File: config.mk
export PLATFORM = sky130hd
export DESIGN_NAME = bounded_sorted_top_k_insert
export DESIGN_NICKNAME = d
export VERILOG_FILES = /design/src/rtl/btk_pkg.sv /design/src/rtl/bounded_sorted_top_k_insert.sv /design/src/rtl/btk_cell.sv
export SDC_FILE = /design/constraint.sdc
export NUM_CORES = 1
export LEC_CHECK = 0
export ABC_AREA = 0
export BUFFER_PORTS_ARGS = -buffer_cell sky130_fd_sc_hd__buf_2
export CAP_MARGIN = 20
export CORE_UTILIZATION = 50
export DETAILED_ROUTE_END_ITERATION = 8
export GPL_TIMING_DRIVEN = 0
export PLACE_DENSITY_LB_ADDON = 0.2
export SETUP_SLACK_MARGIN = 0.1
export SLEW_MARGIN = 10
export SYNTH_ARGS = -nofsm -noshare
export SYNTH_HDL_FRONTEND = slang
export SYNTH_SLANG_ARGS = --single-unit
File: constraint.sdc
create_clock -name clock -period 9.18 [get_ports clock]
set_clock_uncertainty 0.1 [all_clocks]
set_input_delay 0.459 -clock clock [delete_from_list [all_inputs] [get_ports clock]]
set_output_delay 0.459 -clock clock [all_outputs]
set_load 0.005 [all_outputs]
File: src/rtl/btk_pkg.sv
// Shared types and constants for the bounded sorted top-k table.
`timescale 1ns / 1ps

package btk_pkg;

   // Table depth and key width actually compared and stored
   localparam int MAX_ENTRIES = 8;
   localparam int KEY_BITS    = 16;

   // Fixed field widths of the item ports
   localparam int KEY_FIELD_W = 16;
   localparam int TAG_W       = 16;
   localparam int RANK_W      = 3;
   localparam int LIMIT_W     = 4;
   localparam int CNT_W       = $clog2(MAX_ENTRIES + 1);
   localparam int OUT_CNT_W   = 4;

   // Command codes
   localparam logic CMD_INSERT = 1'b0;
   localparam logic CMD_READ   = 1'b1;

   // One stored entry
   typedef struct packed {
      logic [KEY_BITS-1:0] key;
      logic [TAG_W-1:0]    tag;
   } entry_type;

   // Per-cell control from the top level
   typedef struct packed {
      logic shift_en;   // insert accepted this cycle
      logic occ;        // cell holds a live entry
      logic read_sel;   // cell is the addressed rank of a read
      logic tail_sel;   // cell is last live entry and an eviction happens
   } cell_ctrl_type;

   // Key field view of a stored key
   function automatic logic [KEY_FIELD_W-1:0] key_to_field(input logic [KEY_BITS-1:0] k);
      return KEY_FIELD_W'(k);
   endfunction

endpackage

File: src/rtl/bounded_sorted_top_k_insert.sv
// Top level of the bounded sorted top-k table: cell chain, count, limit and result register.
`timescale 1ns / 1ps

// Keeps up to csr_data key/tag entries (clamped to 1..8) in ascending key order;
// equal keys put the newest first. On an insert every cell compares its key with
// the new key in parallel and shifts in the same cycle, and the result of an insert
// or a read appears in the output register on the next cycle. A new item is taken every
// cycle as long as the result register is empty or being read out. Only the
// live entries (count) are visible; a read beyond the count returns zeros.
module bounded_sorted_top_k_insert (
   input  logic                             clock,
   input  logic                             reset,
   // configuration
   input  logic                             csr_valid,
   output logic                             csr_ready,
   input  logic [btk_pkg::LIMIT_W-1:0]      csr_data,
   // request channel
   input  logic                             req_valid,
   output logic                             req_ready,
   input  logic                             req_cmd,
   input  logic [btk_pkg::KEY_FIELD_W-1:0]  req_entry_key,
   input  logic [btk_pkg::TAG_W-1:0]        req_entry_tag,
   input  logic [btk_pkg::RANK_W-1:0]       req_read_rank,
   // response channel
   output logic                             rsp_valid,
   input  logic                             rsp_ready,
   output logic [btk_pkg::OUT_CNT_W-1:0]    rsp_placed_rank,
   output logic                             rsp_kept,
   output logic                             rsp_evict_valid,
   output logic [btk_pkg::KEY_FIELD_W-1:0]  rsp_evict_key,
   output logic [btk_pkg::TAG_W-1:0]        rsp_evict_tag,
   output logic                             rsp_rank_valid,
   output logic [btk_pkg::KEY_FIELD_W-1:0]  rsp_rank_key,
   output logic [btk_pkg::TAG_W-1:0]        rsp_rank_tag,
   output logic [btk_pkg::OUT_CNT_W-1:0]    rsp_entry_count
);

   localparam int N  = btk_pkg::MAX_ENTRIES;
   localparam int CW = btk_pkg::CNT_W;

   logic [CW-1:0]                 cnt_ff;
   logic [CW-1:0]                 cnt_in;
   logic [btk_pkg::LIMIT_W-1:0]   lim_ff;
   logic [CW-1:0]                 eff_lim;

   logic                          accept;
   logic                          do_insert;
   logic                          is_read;
   logic                          evict;
   logic [btk_pkg::KEY_BITS-1:0]  new_key;
   logic [CW-1:0]                 pos;

   btk_pkg::cell_ctrl_type        ctrl   [N];
   btk_pkg::entry_type            carry  [N+1];
   btk_pkg::entry_type            rd_bus [N];
   btk_pkg::entry_type            ev_bus [N];
   logic [N-1:0]                  lt_vec;
   btk_pkg::entry_type            rd_ent;
   btk_pkg::entry_type            ev_ent;
   logic                          rd_hit;

   // Result register
   logic                              rsp_valid_ff;
   logic [btk_pkg::OUT_CNT_W-1:0]     placed_ff;
   logic                              kept_ff;
   logic                              ev_valid_ff;
   btk_pkg::entry_type                ev_ff;
   logic                              rk_valid_ff;
   btk_pkg::entry_type                rk_ff;
   logic [btk_pkg::OUT_CNT_W-1:0]     count_ff;

   // Handshakes
   assign csr_ready = 1'b1;
   assign req_ready = !rsp_valid_ff || rsp_ready;
   assign accept    = req_valid && req_ready;
   assign is_read   = (req_cmd == btk_pkg::CMD_READ);
   assign do_insert = accept && (req_cmd == btk_pkg::CMD_INSERT);
   assign new_key   = btk_pkg::KEY_BITS'(req_entry_key);

   // Effective limit: zero acts as one, above depth acts as depth
   always_comb begin
      priority if (lim_ff == '0) begin
         eff_lim = CW'(1);
      end else if (32'(lim_ff) > 32'(N)) begin
         eff_lim = CW'(N);
      end else begin
         eff_lim = CW'(lim_ff);
      end
   end

   assign evict = (cnt_ff >= eff_lim);

   // Cell control
   always_comb begin
      for (int i = 0; i < N; i++) begin
         ctrl[i].shift_en = do_insert;
         ctrl[i].occ      = (CW'(i) < cnt_ff);
         ctrl[i].read_sel = (CW'(i) < cnt_ff) && (CW'(req_read_rank) == CW'(i));
         ctrl[i].tail_sel = evict && (CW'(i + 1) == cnt_ff);
      end
   end

   assign carry[0] = '{key: new_key, tag: req_entry_tag};

   // Insertion chain
   for (genvar g = 0; g < N; g++) begin : g_cell
      btk_cell u_cell (
         .clock     (clock),
         .ctrl      (ctrl[g]),
         .new_key   (new_key),
         .carry_in  (carry[g]),
         .carry_out (carry[g+1]),
         .lt        (lt_vec[g]),
         .rd_out    (rd_bus[g]),
         .ev_out    (ev_bus[g])
      );
   end

   // Insert rank and OR of the one-hot read and eviction buses
   always_comb begin
      pos    = '0;
      rd_ent = '0;
      ev_ent = '0;
      rd_hit = 1'b0;
      for (int i = 0; i < N; i++) begin
         pos    = pos + CW'(lt_vec[i]);
         rd_ent = rd_ent | rd_bus[i];
         ev_ent = ev_ent | ev_bus[i];
         rd_hit = rd_hit | ctrl[i].read_sel;
      end
   end

   assign cnt_in = evict ? cnt_ff : cnt_ff + CW'(1);

   // Table count and limit register
   always_ff @(posedge clock) begin
      if (reset) begin
         cnt_ff <= '0;
         lim_ff <= btk_pkg::LIMIT_W'(5);
      end else begin
         if (csr_valid && csr_ready) begin
            lim_ff <= csr_data;
         end
         if (do_insert) begin
            cnt_ff <= cnt_in;
         end
      end
   end

   // Result register
   always_ff @(posedge clock) begin
      if (reset) begin
         rsp_valid_ff <= 1'b0;
      end else if (accept) begin
         rsp_valid_ff <= 1'b1;
      end else if (rsp_ready) begin
         rsp_valid_ff <= 1'b0;
      end
   end

   always_ff @(posedge clock) begin
      if (accept) begin
         if (is_read) begin
            placed_ff   <= '0;
            kept_ff     <= 1'b0;
            ev_valid_ff <= 1'b0;
            ev_ff       <= '0;
            rk_valid_ff <= rd_hit;
            rk_ff       <= rd_ent;
            count_ff    <= btk_pkg::OUT_CNT_W'(cnt_ff);
         end else begin
            placed_ff   <= btk_pkg::OUT_CNT_W'(pos);
            kept_ff     <= !(evict && (pos == cnt_ff));
            ev_valid_ff <= evict;
            ev_ff       <= ev_ent;
            rk_valid_ff <= 1'b0;
            rk_ff       <= '0;
            count_ff    <= btk_pkg::OUT_CNT_W'(cnt_in);
         end
      end
   end

   assign rsp_valid       = rsp_valid_ff;
   assign rsp_placed_rank = placed_ff;
   assign rsp_kept        = kept_ff;
   assign rsp_evict_valid = ev_valid_ff;
   assign rsp_evict_key   = btk_pkg::key_to_field(ev_ff.key);
   assign rsp_evict_tag   = ev_ff.tag;
   assign rsp_rank_valid  = rk_valid_ff;
   assign rsp_rank_key    = btk_pkg::key_to_field(rk_ff.key);
   assign rsp_rank_tag    = rk_ff.tag;
   assign rsp_entry_count = count_ff;

endmodule

File: src/rtl/btk_cell.sv
// One cell of the insertion chain: holds an entry and shifts it right on insert.
`timescale 1ns / 1ps

module btk_cell (
   input  logic                          clock,
   input  btk_pkg::cell_ctrl_type        ctrl,
   input  logic [btk_pkg::KEY_BITS-1:0]  new_key,
   input  btk_pkg::entry_type            carry_in,
   output btk_pkg::entry_type            carry_out,
   output logic                          lt,
   output btk_pkg::entry_type            rd_out,
   output btk_pkg::entry_type            ev_out
);

   btk_pkg::entry_type entry_ff;
   btk_pkg::entry_type entry_in;
   logic               ge;

   // New entry goes at or before this cell unless a live smaller key sits here
   assign lt = ctrl.occ && (entry_ff.key < new_key);
   assign ge = !lt;

   // Displaced entry moves on; a smaller stored entry lets the incoming one pass
   assign carry_out = ge ? entry_ff : carry_in;
   assign entry_in  = ge ? carry_in : entry_ff;

   // Read and eviction buses, zero when not selected
   assign rd_out = ctrl.read_sel ? entry_ff  : '0;
   assign ev_out = ctrl.tail_sel ? carry_out : '0;

   // Entry storage
   always_ff @(posedge clock) begin
      if (ctrl.shift_en) begin
         entry_ff <= entry_in;
      end
   end

endmodule

After elaboration in Yosys (flattened, before gate mapping)
Cells that the tools add are included.
- word-level logic and storage cells: 171
- output and inout bits: 78
- bits in registers: 340
- bits of input ports: 45
- reduce and logical (&&, ||, !) cells: 41
- bitwise gates (word level): 30
- order comparisons: 18
- $add $sub $neg: 8
- multiplexer cells: 30
- eq/ne operators: 16
- operators with widths (cell ; count):
    $mux 32 ; 24
    $or 32x32->32 ; 14
    $lt 16x16->1 ; 8
    $logic_and 1x1->1 ; 27
    $add 4x1->4 ; 4
    $eq 3x4->1 const A ; 4
    $lt 3x4->1 const A ; 4
    $mux 4 ; 4
    $reduce_and 2->1 ; 8
    $eq 3x3->1 const B ; 4
    $not 1->1 ; 9
    $eq 2x4->1 const A ; 2
    $lt 1x4->1 const A ; 2
    $lt 2x4->1 const A ; 2
    $or 1x1->1 ; 7
    $eq 3x2->1 const B ; 2
    $add 3x1->4 ; 1
    $add 4x1->4 const B ; 1
    $eq 1x4->1 const A ; 1
    $eq 4x4->1 ; 1
    $eq 4x4->1 const A ; 1
    $ge 4x4->1 ; 1
    $gt 4x4->1 const B ; 1
    $logic_not 4->1 ; 1
    other kinds (8) ; 10

Logic depth before layout (Yosys ltp)
Gate-level depths: netlist of run 1.
- depth in word-level cells: 13
- gate-level depth with buffers: 21

By module
Synthesis of run 1 repeated with hierarchy kept, for this count alone.
- cells, all modules: 2557
- area total of the unflattened synthesis: 25479.4 um2
- modules (own cells, without submodules) (module ; area an instance (um2) ; instances ; sequential area each (um2) ; cells each):
    btk_cell (g_cell[1].u_cell ...) ; 2602.5 ; 7 ; 960.9 ; 266
    bounded_sorted_top_k_insert ; 4662.0 ; 1 ; 2432.3 ; 429
    btk_cell (g_cell[0].u_cell) ; 2600.0 ; 1 ; 960.9 ; 266

Least setup slack after synthesis of run 1
No wires, ideal clock.
- path type: input to register
- start point: input req_entry_key[11] (netlist bit)
- end point: register kept_ff (netlist: rsp_kept) (data pin)
- setup time: 0.280 ns
- data arrival time: 5.278 ns
- stages on the path: 21
- buffers on the path: 2
- setup slack: 3.523 ns
- cell sequence: inv_1 -> ha_1 -> and4_1 -> nand2_1 -> or4_1 -> a31o_2 -> and2_1 -> buf_2 -> buf_4 -> fa_1 -> inv_1 -> fa_1 -> inv_1 -> fa_1 -> ha_1 -> fa_1 -> xor2_1 -> nand3_1 -> o21a_1 -> o22ai_1 -> a41oi_1
- longest elaborated chain between the ends: 12
- elaborated cells on any way between the ends: 26
- ends and longest elaborated chain (item ; RTL line ; source):
    start, declared ; bounded_sorted_top_k_insert.sv:21 ; input logic [btk_pkg::KEY_FIELD_W-1:0] req_entry_key,
    $lt 16x16->1 ; btk_cell.sv:20 ; assign lt = ctrl.occ && (entry_ff.key < new_key);
    $logic_and 1x1->1 ; btk_cell.sv:20 ;
    $add 1x1->2 ; bounded_sorted_top_k_insert.sv:126 ; pos = pos + CW'(lt_vec[i]);
    $add 2x1->3 ; bounded_sorted_top_k_insert.sv:126 ;
    $add 3x1->4 ; bounded_sorted_top_k_insert.sv:126 ;
    $add 4x1->4 (3 in series) ; bounded_sorted_top_k_insert.sv:126 ;
    $add 4x1->4 * ; bounded_sorted_top_k_insert.sv:126 ;
    $eq 4x4->1 * ; bounded_sorted_top_k_insert.sv:173 ; kept_ff <= !(evict && (pos == cnt_ff));
    $logic_and 1x1->1 * ; bounded_sorted_top_k_insert.sv:173 ;
    $logic_not 1->1 * ; bounded_sorted_top_k_insert.sv:173 ;
    end signal, assigned ; bounded_sorted_top_k_insert.sv:173 ;
    end, declared ; bounded_sorted_top_k_insert.sv:65 ; logic kept_ff;
Mark *: on every way between the ends. The rest lies on a longest branch, timed or not.
A chain may end at the register's enable or synchronous reset.

Worst setup path in the final report of run 1
- start point: input req_entry_key[8] (netlist bit)
- end point: register kept_ff (netlist: rsp_kept) (data pin)
Same word-level chain as after synthesis.

==> summary.txt, run 1 <==
Critical Path RT: 9.36 ns
Hold EP: g_cell[0].u_cell.entry_ff[29]
top-area cell type share of the netlist area: 0.481
number of cells produced by synthesis: 1759
Hold Path Cell Cnt: 1
Hold Path Origin: req_entry_key[13]
Worst R2R Setup Slack: 1.93 ns
H-tree depth: 2
clk_lat worst skew: 0.59 ns
number of synthesis warnings: 0
Most Frequent Cell on Critical Path: fa_1
setup repair bufs after CTS: 0
logic gate share of total power: 0.111
die height: 205 um
Net Sw Frac: 0.261
die width: 205 um
PortBufs: 119
crit-path leading delay family: adder cells
Mapped Avg Cell Area: 11.7 um2
Max clock buf depth: 3
post-route core utilization: 0.589
ys flop type: edfxtp_1
RSZ-0062 raised after global routing: false
internal power: 2.87 mW
#FFs+latches synth: 340
Final Hold Violating Endpoints: 0
Antenna Nets Post-Route: 0
CP Launch Type: primary input
status: finished, final reports clean
Slew @ Worst Pin: 1.37 ns
Setup TNS Final: 0 ns
gpl congestion: 1.01
Crit Path Class: primary input to flip-flop
CTS tree: yes
Final nets: 2157
WP buf/inv: 8
clock sinks: 340
Hold Crit Class: primary input to flip-flop
Clock power frac: 0.412
cells taking the most area after synthesis: edfxtp_1, ha_1, mux2_4
# hold bufs at CTS: 31
crit path cell chain: dlygate4sd3_1, buf_2, inv_1, ha_1, a21oi_1, o21ai_0, a211oi_1, o31ai_1, inv_2, clkbuf_1, buf_2, fa_1, inv_1, fa_1, inv_1, fa_1, ha_1, fa_1, xor2_1, nand3_1, o21a_1, o22ai_1, a41oi_1
hold_ws: 0.0200 ns
Inserted Diodes: 0
Starting Density: 0.506
post-synthesis sequential area ratio: 0.490
number of enable flip-flop cells after synthesis: 331
total grt overflow: 0
CP max FO: 10
syn nets: 1938
DRT Pass-1 Iters: 6
Worst VDD drop: 141 uV
CTS-repair resized insts: 0
Iter 0 DRT Violations: 2597
I/O pins: 123
WL/cell: 33.0 um
first-pass GRT wire length: 118000 um
initial antenna violation count: 1
die area: 0.0421 mm2
worst reg2reg path endpoint: rsp_kept
Flop pwr share: 0.477
FP Rows: 74
final setup violation count: 0
Pleak: 8.83 nW
Crit-path slowest cell: o31ai_1
fmax: 133 MHz
area delta synth->final: 16.5%
count of cell types in the netlist: 75
max cap viols: 0
Final HPWL DP: 57600 um
Crit path largest cell delay: 0.83 ns
final worst path period need: 7.53 ns
Slew Viols, Final: 0
Slew HR: 0.0859
share of layout cells above drive strength 1: 0.228
DRC errors left: 0
area leader, netlist: edfxtp_1
drt total wl: 83800 um
via count: 17780
Core Region: 0.0408 mm2
Register-to-Register Path Depth: 20
Tot GR Track Use: 0.398
Pwr Density: 161 mW/mm2
CTS Root Cell: clkbuf_16
Worst EP arrival: 7.71 ns
clk slew on worst S/H paths: 0.06 ns
Post-DP Area: 0.0224 mm2
fin area: 0.0241 mm2
post-synthesis instance area: 0.0207 mm2
total CTS buffers: 39
via-per-instance ratio: 7.00
number of global-route vias before repair: 16887
Tcrit/Tclk final: 0.820
CP endpoint kind: flip-flop
Sw Pwr: 1.01 mW
largest net degree at the start of global routing: 45
Post-synth ARST share: 0
R2R Path Start: g_cell[3].u_cell.entry_ff[27]
[Yosys cell counts, types with 5 or more instances]
master and n:
a211o_1 5, a211oi_1 12, a21o_1 24, a21oi_1 43, a21oi_2 26, a221oi_1 67, a22o_1 34, a22oi_1 94
a31o_1 24, a31o_2 8, a31oi_1 35, and2_1 7, buf_1 11, buf_2 6, buf_4 5, buf_6 7
clkbuf_1 87, dfxtp_1 9, edfxtp_1 331, ha_1 130, inv_1 72, inv_2 27, mux2_2 39, mux2_4 52
mux2i_1 6, mux2i_4 27, nand2_1 130, nand2b_1 10, nand3_1 10, nand4_1 14, nor2_1 72, nor2b_1 36
nor3_1 41, nor4_1 8, o21a_1 5, o21ai_0 107, o21ai_2 29, o221ai_1 28, or3_1 6, xnor2_1 7
[layout make-up]
cell class	instances	area, um2
multi-input combinational	1203	9730
buffer	117	522
timing repair buffer	178	1390
clock buffer	48	1050
fill	3348	16800
tap	532	666
sequential	340	10100
inverter	99	374
clock inverter	24	223
[sequential cells by signal, indices dropped and copies added, names as in the netlist]
| register | cells |
|---|---|
| rsp_evict_key | 16 |
| g_cell.u_cell.entry_ff | 256 |
| rsp_rank_key | 16 |
| rsp_placed_rank | 4 |
| cnt_ff | 4 |
| rsp_evict_valid | 1 |
| lim_ff | 4 |
| rsp_entry_count | 4 |
| rsp_rank_tag | 16 |
| rsp_valid | 1 |
| rsp_rank_valid | 1 |
| rsp_kept | 1 |
| rsp_evict_tag | 16 |
[worst max-delay path by stage]
stage | from | end | cells past startpoint
2_1_floorplan | req_entry_key[11] | rsp_kept | 21
3_3_place_gp | req_entry_key[10] | g_cell[4].u_cell.entry_ff[14] | 13
3_5_place_dp | req_entry_key[8] | rsp_kept | 22
4_1_cts | req_entry_key[8] | rsp_kept | 23
5_1_grt | req_entry_key[8] | rsp_kept | 23
6_report | req_entry_key[8] | rsp_kept | 23
[power by group through the flow]
stage / logic, mW / registers (mW) / clock network, mW
floorplan: 0.244 / 1.86 / 0
global placement: 0.376 / 1.88 / 0
detailed placement: 0.408 / 1.88 / 0
CTS: 0.420 / 1.84 / 1.60
global route: 0.460 / 1.85 / 1.65
finish: 0.431 / 1.85 / 1.60
[stage by stage]
| step | instances | power, mW | worst slack [ns] |
|---|---|---|---|
| global placement | 2410 | 2.26 | 0.755 |
| floorplan | 1759 | 2.10 | 3.52 |
| finish | 2541 | 3.88 | 1.65 |
| detailed placement | 2431 | 2.28 | 1.92 |
| CTS | 2534 | 3.86 | 1.93 |
| global route | 2541 | 3.96 | 1.47 |
[cell families after synthesis]
family                     synth area share
DFF                                   0.490
adders and majority gates            0.0826
buffers and inverters                0.0432
AOI/OAI and AO/OA                     0.207
xor gates and xnor gates            0.00382
and+or+nand+nor                      0.0811
muxes                                0.0921
other                              0.000182
[layer usage]
| layer | GRT usage | wire length [um] | part of all wire | vias to the layer above |
|---|---|---|---|---|
| met5 | 0 | 14 | 0.00017 | - |
| met4 | 0.209 | 4380 | 0.052 | 2 |
| met3 | 0.124 | 12100 | 0.14 | 302 |
| met2 | 0.558 | 34600 | 0.41 | 1510 |
| met1 | 0.548 | 32700 | 0.39 | 8607 |
| li1 | - | - | - | 7359 |
[layout by cell type, fill, tap and decap left out, types with 41 or more instances in the layout]
master	count
a21oi_1	43
a221oi_1	67
a22oi_1	94
buf_2	125
clkbuf_1	94
clkbuf_16	41
edfxtp_1	331
ha_1	130
inv_1	71
mux2_4	52
nand2_1	130
nor2_1	64
o21ai_0	107
Note: power is estimated with default switching activity, not from simulation.
==> run 2, diff against run 1 <==
Settings changed: ABC_AREA 0 to 1.
Clock period 9.18 ns to 7.3 ns, I/O delays scaled along.
==> run 2 against run 1 <==
Against the previous run:
- total power rose by 58%
- sequential cell count stayed put
- wire length increased by 3.4%
- clock power grew 40%
- area after synthesis increased by 23%
- combinational power increased to 3.4 times the previous value
- worst hold slack gained 0.026 ns
- die area up 23%
- largest power group unchanged
- via count grew 34%
- synthesized cell count grew 100%
- count of clock-buffer cells in the layout rose by 1
==> summary.txt, run 2 <==
Critical Path RT: 7.49 ns (was 9.36 ns)
Worst VDD drop: 159 uV (was 141 uV)
Worst EP arrival: 6.12 ns (was 7.71 ns)
Placed Instances: 4322 (was 2431)
Slew HR: 0.252 (was 0.0859)
final setup violation count: 0 (unchanged)
CP max FO: 10 (unchanged)
crit path cell chain: dlygate4sd3_1, buf_2, inv_1, ha_1, nand2_1, inv_1, nand3_1, nor3_1, o21ai_1, nand3_1, inv_2, buf_4, buf_2, fa_1, inv_1, fa_1, inv_1, fa_1, ha_1, fa_1, inv_1, nor2_1, nor4_1, a31oi_1 (was dlygate4sd3_1, buf_2, inv_1, ha_1, a21oi_1, o21ai_0, a211oi_1, o31ai_1, inv_2, clkbuf_1, buf_2, fa_1, inv_1, fa_1, inv_1, fa_1, ha_1, fa_1, xor2_1, nand3_1, o21a_1, o22ai_1, a41oi_1)
count of cell types in the netlist: 47 (was 75)
total CTS buffers: 42 (was 39)
Net Sw Frac: 0.319 (was 0.261)
Max clock buf depth: 3 (unchanged)
syn nets: 3700 (was 1938)
Final nets: 3913 (was 2157)
cells taking the most area after synthesis: edfxtp_1, nand2_1, nand3_1 (was edfxtp_1, ha_1, mux2_4)
setup repair bufs after CTS: 0 (unchanged)
gpl congestion: 0.992 (was 1.01)
PortBufs: 120 (was 119)
CP Launch Type: primary input (unchanged)
internal power: 4.17 mW (was 2.87 mW)
Starting Density: 0.507 (was 0.506)
DRT Pass-1 Iters: 6 (unchanged)
#FFs+latches synth: 340 (unchanged)
WL/cell: 19.5 um (was 33.0 um)
ys flop type: edfxtp_1 (unchanged)
final cell count without fillers: 4441 (was 2541)
Clock power frac: 0.367 (was 0.412)
die width: 227 um (was 205 um)
Slew @ Worst Pin: 1.12 ns (was 1.37 ns)
top-area cell type share of the netlist area: 0.392 (was 0.481)
drt total wl: 86700 um (was 83800 um)
top-count cell post-synth: nand2_1 (was edfxtp_1)
CTS-repair resized insts: 0 (unchanged)
crit-path leading delay family: adder cells (unchanged)
number of synthesis warnings: 0 (unchanged)
first-pass GRT wire length: 128000 um (was 118000 um)
Register-to-Register Path Depth: 22 (was 20)
DRC errors left: 0 (unchanged)
Post-DP Area: 0.0271 mm2 (was 0.0224 mm2)
die area: 0.0517 mm2 (was 0.0421 mm2)
max cap viols: 0 (unchanged)
post-synthesis sequential area ratio: 0.399 (was 0.490)
initial antenna violation count: 1 (unchanged)
Hold Crit Class: primary input to flip-flop (unchanged)
via-per-instance ratio: 5.38 (was 7.00)
die height: 227 um (was 205 um)
I/O pins: 123 (unchanged)
Top reg by flops: g_cell.u_cell.entry_ff (unchanged)
Iter 0 DRT Violations: 3249 (was 2597)
logic gate share of total power: 0.237 (was 0.111)
Hold EP: lim_ff[0] (was g_cell[0].u_cell.entry_ff[29])
total grt overflow: 0 (unchanged)
Setup TNS Final: 0 ns (unchanged)
max reg flops: 256 (unchanged)
post-synthesis instance area: 0.0254 mm2 (was 0.0207 mm2)
Post-synth ARST share: 0 (unchanged)
number of cells produced by synthesis: 3521 (was 1759)
Crit Path Class: primary input to flip-flop (unchanged)
largest net degree at the start of global routing: 50 (was 45)
Crit-path slowest cell: fa_1 (was o31ai_1)
most common cell after layout, fill and taps aside: nand2_1 (was edfxtp_1)
# hold bufs at CTS: 40 (was 31)
CTS tree: yes (unchanged)
CTS Root Cell: clkbuf_16 (unchanged)
RSZ-0062 raised after global routing: false (unchanged)
share of layout cells above drive strength 1: 0.0847 (was 0.228)
Worst R2R Setup Slack: 1.51 ns (was 1.93 ns)
Slew Viols, Final: 0 (unchanged)
Most Frequent Cell on Critical Path: inv_1 (was fa_1)
CP endpoint kind: flip-flop (unchanged)
fin area: 0.0290 mm2 (was 0.0241 mm2)
H-tree depth: 2 (unchanged)
final worst path period need: 5.92 ns
FP Rows: 82 (was 74)
WP buf/inv: 10 (was 8)
Core Region: 0.0501 mm2 (was 0.0408 mm2)
via count: 23913 (was 17780)
Sw Pwr: 1.95 mW (was 1.01 mW)
number of enable flip-flop cells after synthesis: 331 (unchanged)
Tot GR Track Use: 0.337 (was 0.398)
R2R Path Start: cnt_ff[1] (was g_cell[3].u_cell.entry_ff[27])
top cells by count, synth: nand2_1, inv_1, nand3_1 (was edfxtp_1, ha_1, nand2_1)
Crit path largest cell delay: 0.64 ns (was 0.83 ns)
Antenna Nets Post-Route: 0 (unchanged)
post-route core utilization: 0.578 (was 0.589)
area leader, netlist: edfxtp_1 (unchanged)
Hold Path Origin: csr_valid (was req_entry_key[13])
commonest non-fill, non-tap cells in the layout: nand2_1, inv_1, nand3_1, edfxtp_1, buf_2 (was edfxtp_1, nand2_1, ha_1, buf_2, o21ai_0)
fmax: 169 MHz
Tcrit/Tclk final: 0.812
Mapped Avg Cell Area: 7.21 um2 (was 11.7 um2)
clk_lat worst skew: 0.59 ns (about the same)
status: finished, final reports clean (unchanged)
Final Hold Violating Endpoints: 0 (unchanged)
number of global-route vias before repair: 21234 (was 16887)
Pwr Density: 211 mW/mm2 (was 161 mW/mm2)
clk slew on worst S/H paths: 0.06 ns (about the same)
Flop pwr share: 0.396 (was 0.477)
Pleak: 14.6 nW (was 8.83 nW)
area delta synth->final: 14.1% (was 16.5%)
worst reg2reg path endpoint: rsp_kept (unchanged)
Final HPWL DP: 71500 um (was 57600 um)
clock sinks: 340 (unchanged)
Hold Path Cell Cnt: 4 (was 1)
[run 2: cells by family after synthesis]
family                     share of synthesized area
and+or+nand+nor                                0.314
buffers and inverters                          0.137
DFF                                            0.399
AOI/OAI and AO/OA                             0.0801
other                                       0.000148
adders and majority gates                     0.0672
xor gates and xnor gates                     0.00242
[run 2: how the worst max path moves through the flow]
stage	start	endpoint	slack, ns	depth (start not counted)
2_1_floorplan	req_entry_key[15]	rsp_kept	2.61	22
3_3_place_gp	req_entry_key[15]	rsp_kept	1.57	23
3_5_place_dp	req_entry_key[15]	rsp_kept	1.50	23
4_1_cts	req_entry_key[15]	rsp_kept	1.47	24
5_1_grt	req_entry_key[15]	rsp_kept	1.14	24
6_report	req_entry_key[15]	rsp_kept	1.38	24
[run 2: cell type report]
type / count / area (um2)
multi-input cells: 2309 / 11800
clock buffers: 49 / 1120
inverters: 712 / 2680
plain buffers: 160 / 801
clock inverters: 28 / 343
repair buffers: 169 / 1230
diodes: 2 / 5.00
flip-flops and latches: 340 / 10100
fillers: 4898 / 21100
well taps: 672 / 841
[run 2: worst reg2reg max path, cell delays in order, from the launching register on]
cell and delay [ns]:
dfxtp_1 0.47, inv_2 0.29, ha_1 0.35, nand2_1 0.26
nand2_1 0.15, nor2_1 0.05, nand2_1 0.07, inv_2 0.04
nand2_1 0.08, buf_4 0.21, buf_6 0.17, inv_1 0.12
fa_1 0.62, inv_1 0.10, fa_1 0.55, inv_1 0.06
fa_1 0.47, ha_1 0.24, fa_1 0.46, inv_1 0.09
nor2_1 0.04, nor4_1 0.37, a31oi_1 0.16
[run 2: per-stage QoR]
step,setup slack (ns),total power [mW],hold WS [ns]
2_1_floorplan,2.61,3.39,0.334
3_3_place_gp,1.57,3.81,0.383
3_5_place_dp,1.50,3.85,0.387
4_1_cts,1.47,6.10,0.0181
5_1_grt,1.14,6.38,0.0538
6_report,1.38,6.12,0.0457
[run 2: metal layers]
layer | track usage | up-vias | wire (um)
li1 | - | 11911 | -
met3 | 0.0853 | 138 | 10600
met1 | 0.511 | 10640 | 39300
met2 | 0.466 | 1224 | 34300
met4 | 0.0933 | 0 | 2390
met5 | 0 | - | 0
[run 2: power groups by stage]
stage | Sequential [mW] | Combinational (mW) | Clock (mW)
global route | 2.44 | 1.61 | 2.33
finish | 2.42 | 1.45 | 2.24
CTS | 2.42 | 1.42 | 2.26
detailed placement | 2.46 | 1.39 | 0
floorplan | 2.44 | 0.945 | 0
global placement | 2.46 | 1.35 | 0
